[src/design/btn_dbc_pkg.sv]
`timescale 1ns / 1ps
// btn_dbc_pkg: types and constants shared by the button debounce lanes,
// the merge stage and the top level. No dependencies.
package btn_dbc_pkg;

    localparam int NUM_BUTTONS = 3;
    localparam int DEB_W       = 8;
    localparam int HOLD_W      = 16;
    localparam int APB_DATA_W  = 32;
    localparam int APB_ADDR_W  = 3;

    localparam logic [DEB_W-1:0]  DEBOUNCE_RESET   = 8'd20;
    localparam logic [HOLD_W-1:0] LONG_PRESS_RESET = 16'd1000;

    typedef enum logic [0:0] {
        REG_DEBOUNCE_TICKS   = 1'b0,
        REG_LONG_PRESS_TICKS = 1'b1
    } t_reg_idx;

    typedef struct packed {
        logic [NUM_BUTTONS-1:0] pin_levels;
        logic                   tick;
        logic [NUM_BUTTONS-1:0] clear_click_mask;
        logic [NUM_BUTTONS-1:0] clear_long_mask;
    } t_in_item;

    typedef struct packed {
        logic [NUM_BUTTONS-1:0] pressed_mask;
        logic [NUM_BUTTONS-1:0] click_pending;
        logic [NUM_BUTTONS-1:0] long_pending;
    } t_out_item;

    typedef struct packed {
        logic fire;
        logic tick;
        logic pin;
        logic clr_click;
        logic clr_long;
    } t_lane_cmd;

    typedef struct packed {
        logic pressed;
        logic click;
        logic long_evt;
    } t_lane_status;

endpackage

[src/design/btn_dbc_lane.sv]
`timescale 1ns / 1ps
// btn_dbc_lane: debounce, click and long-press state of one button.
// Depends on btn_dbc_pkg.
module btn_dbc_lane (
    input  logic                                i_clk,
    input  logic                                i_rst_n,
    input  btn_dbc_pkg::t_lane_cmd              i_cmd,
    input  logic [btn_dbc_pkg::DEB_W-1:0]       i_debounce_ticks,
    input  logic [btn_dbc_pkg::HOLD_W-1:0]      i_long_press_ticks,
    output btn_dbc_pkg::t_lane_status           o_status
);

    logic                           r_last_raw,  n_last_raw;
    logic                           r_confirmed, n_confirmed;
    logic [btn_dbc_pkg::DEB_W-1:0]  r_settle,    n_settle;
    logic [btn_dbc_pkg::HOLD_W-1:0] r_hold,      n_hold;
    logic                           r_long_seen, n_long_seen;
    logic                           r_click,     n_click;
    logic                           r_long,      n_long;

    always_comb begin
        logic now_pressed;
        now_pressed = ~i_cmd.pin;
        n_last_raw  = r_last_raw;
        n_confirmed = r_confirmed;
        n_settle    = r_settle;
        n_hold      = r_hold;
        n_long_seen = r_long_seen;
        n_click     = r_click & ~i_cmd.clr_click;
        n_long      = r_long & ~i_cmd.clr_long;
        if (i_cmd.tick) begin
            if (now_pressed != r_last_raw) begin
                n_last_raw = now_pressed;
                n_settle   = (i_debounce_ticks == '0) ? btn_dbc_pkg::DEB_W'(1)
                                                      : i_debounce_ticks;
            end
            if (n_settle != '0) begin
                n_settle = n_settle - btn_dbc_pkg::DEB_W'(1);
                if (n_settle == '0 && r_confirmed != n_last_raw) begin
                    n_confirmed = n_last_raw;
                    if (n_last_raw) begin
                        n_hold      = '0;
                        n_long_seen = 1'b0;
                    end else if (!r_long_seen) begin
                        n_click = 1'b1;
                    end
                end
            end
            if (n_confirmed && n_hold < i_long_press_ticks) begin
                n_hold = n_hold + btn_dbc_pkg::HOLD_W'(1);
                if (n_hold == i_long_press_ticks) begin
                    n_long_seen = 1'b1;
                    n_long      = 1'b1;
                end
            end
        end
    end

    always_ff @(posedge i_clk) begin
        if (!i_rst_n) begin
            r_last_raw  <= 1'b0;
            r_confirmed <= 1'b0;
            r_settle    <= '0;
            r_hold      <= '0;
            r_long_seen <= 1'b0;
            r_click     <= 1'b0;
            r_long      <= 1'b0;
        end else if (i_cmd.fire) begin
            r_last_raw  <= n_last_raw;
            r_confirmed <= n_confirmed;
            r_settle    <= n_settle;
            r_hold      <= n_hold;
            r_long_seen <= n_long_seen;
            r_click     <= n_click;
            r_long      <= n_long;
        end
    end

    // result of this transfer, valid in the cycle of acceptance
    assign o_status.pressed  = n_confirmed;
    assign o_status.click    = n_click;
    assign o_status.long_evt = n_long;

endmodule

[src/design/btn_dbc_merge.sv]
`timescale 1ns / 1ps
// btn_dbc_merge: gathers the lane results into one result item and holds it
// in an output register with a skid stage. Depends on btn_dbc_pkg.
module btn_dbc_merge (
    input  logic                      i_clk,
    input  logic                      i_rst_n,
    input  logic                      i_in_valid,
    output logic                      o_in_stall,
    output logic                      o_in_fire,
    input  btn_dbc_pkg::t_lane_status i_lanes [btn_dbc_pkg::NUM_BUTTONS],
    output logic                      o_out_valid,
    input  logic                      i_out_stall,
    output btn_dbc_pkg::t_out_item    o_out_data
);

    btn_dbc_pkg::t_out_item w_item;
    btn_dbc_pkg::t_out_item r_out_data, r_skid_data;
    logic                   r_out_valid, r_skid_valid;
    logic                   w_out_fire;

    always_comb begin
        for (int k = 0; k < btn_dbc_pkg::NUM_BUTTONS; k++) begin
            w_item.pressed_mask[k]  = i_lanes[k].pressed;
            w_item.click_pending[k] = i_lanes[k].click;
            w_item.long_pending[k]  = i_lanes[k].long_evt;
        end
    end

    assign o_in_stall = r_skid_valid;
    assign o_in_fire  = i_in_valid & ~r_skid_valid;
    assign w_out_fire = r_out_valid & ~i_out_stall;

    always_ff @(posedge i_clk) begin
        if (!i_rst_n) begin
            r_out_valid  <= 1'b0;
            r_skid_valid <= 1'b0;
        end else if (r_skid_valid) begin
            if (w_out_fire) begin
                r_skid_valid <= 1'b0;
            end
        end else if (o_in_fire) begin
            if (!r_out_valid || w_out_fire) begin
                r_out_valid <= 1'b1;
            end else begin
                r_skid_valid <= 1'b1;
            end
        end else if (w_out_fire) begin
            r_out_valid <= 1'b0;
        end
    end

    always_ff @(posedge i_clk) begin
        if (r_skid_valid) begin
            if (w_out_fire) begin
                r_out_data <= r_skid_data;
            end
        end else if (o_in_fire) begin
            if (!r_out_valid || w_out_fire) begin
                r_out_data <= w_item;
            end else begin
                r_skid_data <= w_item;
            end
        end
    end

    assign o_out_valid = r_out_valid;
    assign o_out_data  = r_out_data;

endmodule

[src/design/button_debounce_click_long_press_unit.sv]
`timescale 1ns / 1ps
// Debounced buttons with click and long-press latches: one lane per button
// updates in the cycle an item is accepted, and the merge stage registers the
// result. An item is accepted every clock while the input is not stalled; the
// result goes to the output register, and a skid stage lets one more item in
// while a result waits, so the input stalls only when both hold an item. Registers
// (APB): debounce_ticks at 0x0, long_press_ticks at 0x4.
// Depends on btn_dbc_pkg, btn_dbc_lane and btn_dbc_merge.
module button_debounce_click_long_press_unit (
    input  logic                                    i_clk,
    input  logic                                    i_rst_n,
    input  logic                                    i_in_valid,
    output logic                                    o_in_stall,
    input  btn_dbc_pkg::t_in_item                   i_in_data,
    output logic                                    o_out_valid,
    input  logic                                    i_out_stall,
    output btn_dbc_pkg::t_out_item                  o_out_data,
    input  logic                                    psel,
    input  logic                                    penable,
    input  logic                                    pwrite,
    input  logic [btn_dbc_pkg::APB_ADDR_W-1:0]      paddr,
    input  logic [btn_dbc_pkg::APB_DATA_W-1:0]      pwdata,
    output logic [btn_dbc_pkg::APB_DATA_W-1:0]      prdata,
    output logic                                    pready
);

    logic [btn_dbc_pkg::DEB_W-1:0]  r_debounce_ticks;
    logic [btn_dbc_pkg::HOLD_W-1:0] r_long_press_ticks;
    logic                           w_wr;
    btn_dbc_pkg::t_reg_idx          w_idx;
    logic                           w_in_fire;
    btn_dbc_pkg::t_lane_status      w_lanes [btn_dbc_pkg::NUM_BUTTONS];

    assign pready = 1'b1;
    assign w_wr   = psel & penable & pwrite & pready;
    assign w_idx  = btn_dbc_pkg::t_reg_idx'(paddr[2]);

    always_ff @(posedge i_clk) begin
        if (!i_rst_n) begin
            r_debounce_ticks   <= btn_dbc_pkg::DEBOUNCE_RESET;
            r_long_press_ticks <= btn_dbc_pkg::LONG_PRESS_RESET;
        end else if (w_wr) begin
            unique case (w_idx)
                btn_dbc_pkg::REG_DEBOUNCE_TICKS:
                    r_debounce_ticks <= pwdata[btn_dbc_pkg::DEB_W-1:0];
                btn_dbc_pkg::REG_LONG_PRESS_TICKS:
                    r_long_press_ticks <= pwdata[btn_dbc_pkg::HOLD_W-1:0];
                default: ;
            endcase
        end
    end

    always_comb begin
        unique case (w_idx)
            btn_dbc_pkg::REG_DEBOUNCE_TICKS:
                prdata = btn_dbc_pkg::APB_DATA_W'(r_debounce_ticks);
            btn_dbc_pkg::REG_LONG_PRESS_TICKS:
                prdata = btn_dbc_pkg::APB_DATA_W'(r_long_press_ticks);
            default:
                prdata = '0;
        endcase
    end

    for (genvar k = 0; k < btn_dbc_pkg::NUM_BUTTONS; k++) begin : g_lane
        btn_dbc_pkg::t_lane_cmd w_cmd;
        assign w_cmd.fire      = w_in_fire;
        assign w_cmd.tick      = i_in_data.tick;
        assign w_cmd.pin       = i_in_data.pin_levels[k];
        assign w_cmd.clr_click = i_in_data.clear_click_mask[k];
        assign w_cmd.clr_long  = i_in_data.clear_long_mask[k];

        btn_dbc_lane u_lane (
            .i_clk              (i_clk),
            .i_rst_n            (i_rst_n),
            .i_cmd              (w_cmd),
            .i_debounce_ticks   (r_debounce_ticks),
            .i_long_press_ticks (r_long_press_ticks),
            .o_status           (w_lanes[k])
        );
    end

    btn_dbc_merge u_merge (
        .i_clk       (i_clk),
        .i_rst_n     (i_rst_n),
        .i_in_valid  (i_in_valid),
        .o_in_stall  (o_in_stall),
        .o_in_fire   (w_in_fire),
        .i_lanes     (w_lanes),
        .o_out_valid (o_out_valid),
        .i_out_stall (i_out_stall),
        .o_out_data  (o_out_data)
    );

endmodule
[config.mk]
export PLATFORM = sky130hd
export DESIGN_NAME = button_debounce_click_long_press_unit
export DESIGN_NICKNAME = d
export VERILOG_FILES = /design/src/design/btn_dbc_pkg.sv /design/src/design/btn_dbc_lane.sv /design/src/design/btn_dbc_merge.sv /design/src/design/button_debounce_click_long_press_unit.sv
export SDC_FILE = /design/constraint.sdc
export NUM_CORES = 1
export LEC_CHECK = 0
export ABC_AREA = 0
export BUFFER_PORTS_ARGS = -buffer_cell sky130_fd_sc_hd__buf_2
export CORE_MARGIN = 5
export CORE_UTILIZATION = 35
export CTS_CLUSTER_DIAMETER = 150
export CTS_CLUSTER_SIZE = 40
export DETAILED_ROUTE_END_ITERATION = 12
export PLACE_DENSITY = 0.62
export SLEW_MARGIN = 10
export SYNTH_ARGS = -nofsm -noshare
export SYNTH_HDL_FRONTEND = slang
export SYNTH_SLANG_ARGS = --single-unit
[constraint.sdc]
create_clock -name i_clk -period 10.3 [get_ports i_clk]
set_clock_uncertainty 0.15 [all_clocks]
set_input_delay 0.515 -clock i_clk [delete_from_list [all_inputs] [get_ports i_clk]]
set_output_delay 0.515 -clock i_clk [all_outputs]
set_load 0.1 [all_outputs]
==> impl_metrics.toml <==
[route]
drc = 0
viasPerCell = 5.94
drt_wl_total_um = 36000
wl_per_cell_um = 19.6
drtIter0Drc = 1012
vias = 10900
first_pass_iters = 5
drt.antenna.violating_nets = 0

[worst_setup_path]
crit_start = "g_lane[2].u_lane.r_last_raw"
startpoint_type = "flip-flop"
worstSetupEndpointType = "flip-flop"
worstReg2RegStart = "g_lane[2].u_lane.r_last_raw"
crit_fanout = 25
critPathArrivalTime_ns = 7.57
critical_path_class = "reg -> reg"
cp.required_ns = 10.52

[timing]
fin_crit_ns = 7.36
rsz0062_at_grt = "no"
final-max-slew-violation-count = 0
relSlewSlack = 0.313
finalHoldViolCount = 0
worstMarginPinSlew_ns = 1.03
setup-violations-final = 0
fmax_mhz = 136
fin_crit_sh = 0.714
tns_ns = 0

[placed_design]
hpwl_um = 25800
port_buffers = 60
dp_cells = 1809
gp_congestion = 0.931

[floorplanning]
floorplan.initialDensity = 0.353
io_pins = 96
die-area_um2 = 35400
die_w_um = 188
die_h_um = 188
coreArea_um2 = 31400
row_count = 65

[cts]
post-cts-setup-buffers = 0
clock_latency_ns = 0.45
cts_made_buffers = 17
root_buffer = "clkbuf_16"
clk_pin_slew_ns = 0.06
ctsResizeCount = 0
hold_buffers = 0
h-tree-depth = 4
cts_num_sinks = 131
cts.path.max_buffers = 2
cts_tree = "yes"

[logic_synthesis]
yosysWarnings = 0
yosys_register_bits = 131
synth_area_leaders = "dfxtp_1 (20%), ha_1 (6.8%), a21oi_1 (5.1%)"
synth_area_um2 = 11100
seq_area_frac_synth = 0.253
synth_top_area_share = 0.204
ys_types = 93
netlist_instances = 1444
yosysTopAreaCell = "dfxtp_1"
synth_async_sr_flop_share = 0
synth-edff-count = 18
avgSynthCellArea_um2 = 7.68
synthFlopType = "dfxtp_1"

[pwr]
power_density_nw_per_um2 = 125
power_w = 0.00151
p_leak_nw = 4.52
peakVddDrop_mv = 0.0975

[grt]
grt_usage = 0.196
overflow = 0
grt_max_degree = 52
grt_pass1_vias = 9979
grt_pass1_wl_um = 56400
antenna_found_initial = 1

[run]
cap_violations = 0

[hold_path]
hold_start = "pwdata[2]"
hp-class = "in -> reg"

[finish]
diodes = 0
final_nets = 1538
post_route_cells_drive_above_1_share = 0.116
instances_no_fill = 1841
syn_to_final_growth_pct = 8.78

[outcome]
status = "completed"
[layout make-up]
class / instances / area (um2)
tap: 402 / 503
clock inverter: 14 / 153
sequential: 131 / 2800
multi-input combinational: 1155 / 7610
timing repair buffer: 70 / 375
inverter: 51 / 191
fill: 3223 / 19300
clock buffer: 18 / 429
[cell usage in the layout, fill, tap and decap left out, types with 13 or more instances in the layout]
cell type / n
nand2_1: 140
a21oi_1: 113
dfxtp_1: 113
nor2_1: 112
o21ai_0: 76
ha_1: 60
buf_2: 60
xnor2_1: 54
nor3_1: 51
nand3_1: 51
inv_1: 48
and2_1: 44
mux2i_1: 31
mux2_2: 24
or3_1: 24
a31oi_1: 24
nand4_1: 22
edfxtp_1: 18
or4_1: 17
a21o_1: 17
a22oi_1: 17
conb_1: 17
clkbuf_16: 17
nor4_1: 15
xor2_1: 15
o211ai_1: 15
nor3b_1: 14
nor2b_1: 14
o22ai_1: 13
o21a_1: 13
[synth_stat cells (all sizes together) (11+ instances only)]
master,instances
buf,41
xor2,16
dfxtp,113
nor2,115
nor3b,14
nor4,15
o22ai,13
edfxtp,18
o21a,15
ha,60
a31oi,24
mux2,24
and3,11
nor2b,14
nand4,22
a22oi,17
xnor2,54
a211oi,14
inv,50
o21ai,78
nand2,141
or4,19
or3,24
mux2i,31
a21oi,113
nand3,52
o211ai,16
a21o,17
and2,45
clkbuf,81
nor3,53
[report_power, final]
group,internal [W],leakage (nW),total (W),switching (W)
clock,0.000359,0.285,0.000628,0.000268
combinational,0.0000921,3.15,0.000321,0.000229
sequential,0.000535,1.09,0.000557,0.0000221
[stage by stage]
step | utilization | instance area [um2] | setup WS, ns | hold WS [ns]
detailed placement | 0.366 | 11500 | 2.77 | 0.295
CTS | 0.384 | 12100 | 3.05 | 0.151
finish | 0.384 | 12100 | 2.94 | 0.161
floorplan | - | 11100 | 3.98 | 0.279
global placement | 0.366 | 11500 | 2.81 | 0.292
global route | 0.384 | 12100 | 2.52 | 0.161
[path summary, 6_finish.rpt]
kind | to | cells past startpoint | slack (ns)
setup / recovery | g_lane[2].u_lane.r_hold[6] | 21 | 2.94
hold / removal | r_debounce_ticks[2] | 3 | 0.16
setup reg to reg | g_lane[2].u_lane.r_hold[6] | 21 | 2.94
hold reg to reg | g_lane[1].u_lane.r_click | 2 | 0.31
[routing by layer]
layer | part of all wire | up-vias | global-route usage | wire [um]
li1 | - | 5211 | - | -
met3 | 0.068 | 66 | 0.0341 | 2450
met4 | 0.025 | 2 | 0.0630 | 913
met1 | 0.45 | 5239 | 0.271 | 16300
met2 | 0.45 | 410 | 0.312 | 16300
met5 | 0.00036 | - | 0 | 13
[critical path, stage by stage (launching register included)]
cell,delay (ns)
dfxtp_1,0.36
inv_1,0.05
ha_1,0.55
or4_1,0.59
o21ai_0,0.40
inv_1,0.09
ha_1,0.24
and4bb_2,0.26
or3_1,0.40
a2111oi_4,0.49
nand2_1,0.63
and2_1,0.41
ha_1,0.30
a21o_1,0.16
a21o_1,0.16
a21oi_1,0.14
o21ai_0,0.14
a21oi_1,0.24
and2_1,0.66
nand3_4,0.23
or4_1,0.46
a21oi_1,0.14
[kinds of logic (layout without fill, tap and decap cells)]
kind of cell,Yosys count,after routing,share of synthesized area
xor gates and xnor gates,72,72,0.0610
and+or+nand+nor,568,568,0.264
AOI/OAI and AO/OA,382,382,0.233
buffers and inverters,173,153,0.0668
adders and majority gates,60,60,0.0677
other,2,17,0.000677
DFF,131,131,0.253
muxes,56,56,0.0544
[state kept, by name, indices dropped and copies added, names as in the netlist]
name	count
r_long_press_ticks	16
r_debounce_ticks	8
g_lane.u_lane.r_hold	48
u_merge.o_out_valid	1
u_merge.r_skid_data	9
g_lane.u_lane.r_long_seen	3
g_lane.u_lane.r_long	3
u_merge.o_out_data	9
g_lane.u_lane.r_click	3
g_lane.u_lane.r_last_raw	3
u_merge.o_in_stall	1
g_lane.u_lane.r_settle	24
g_lane.u_lane.r_confirmed	3
No activity file was read; power rests on OpenSTA's default activity.
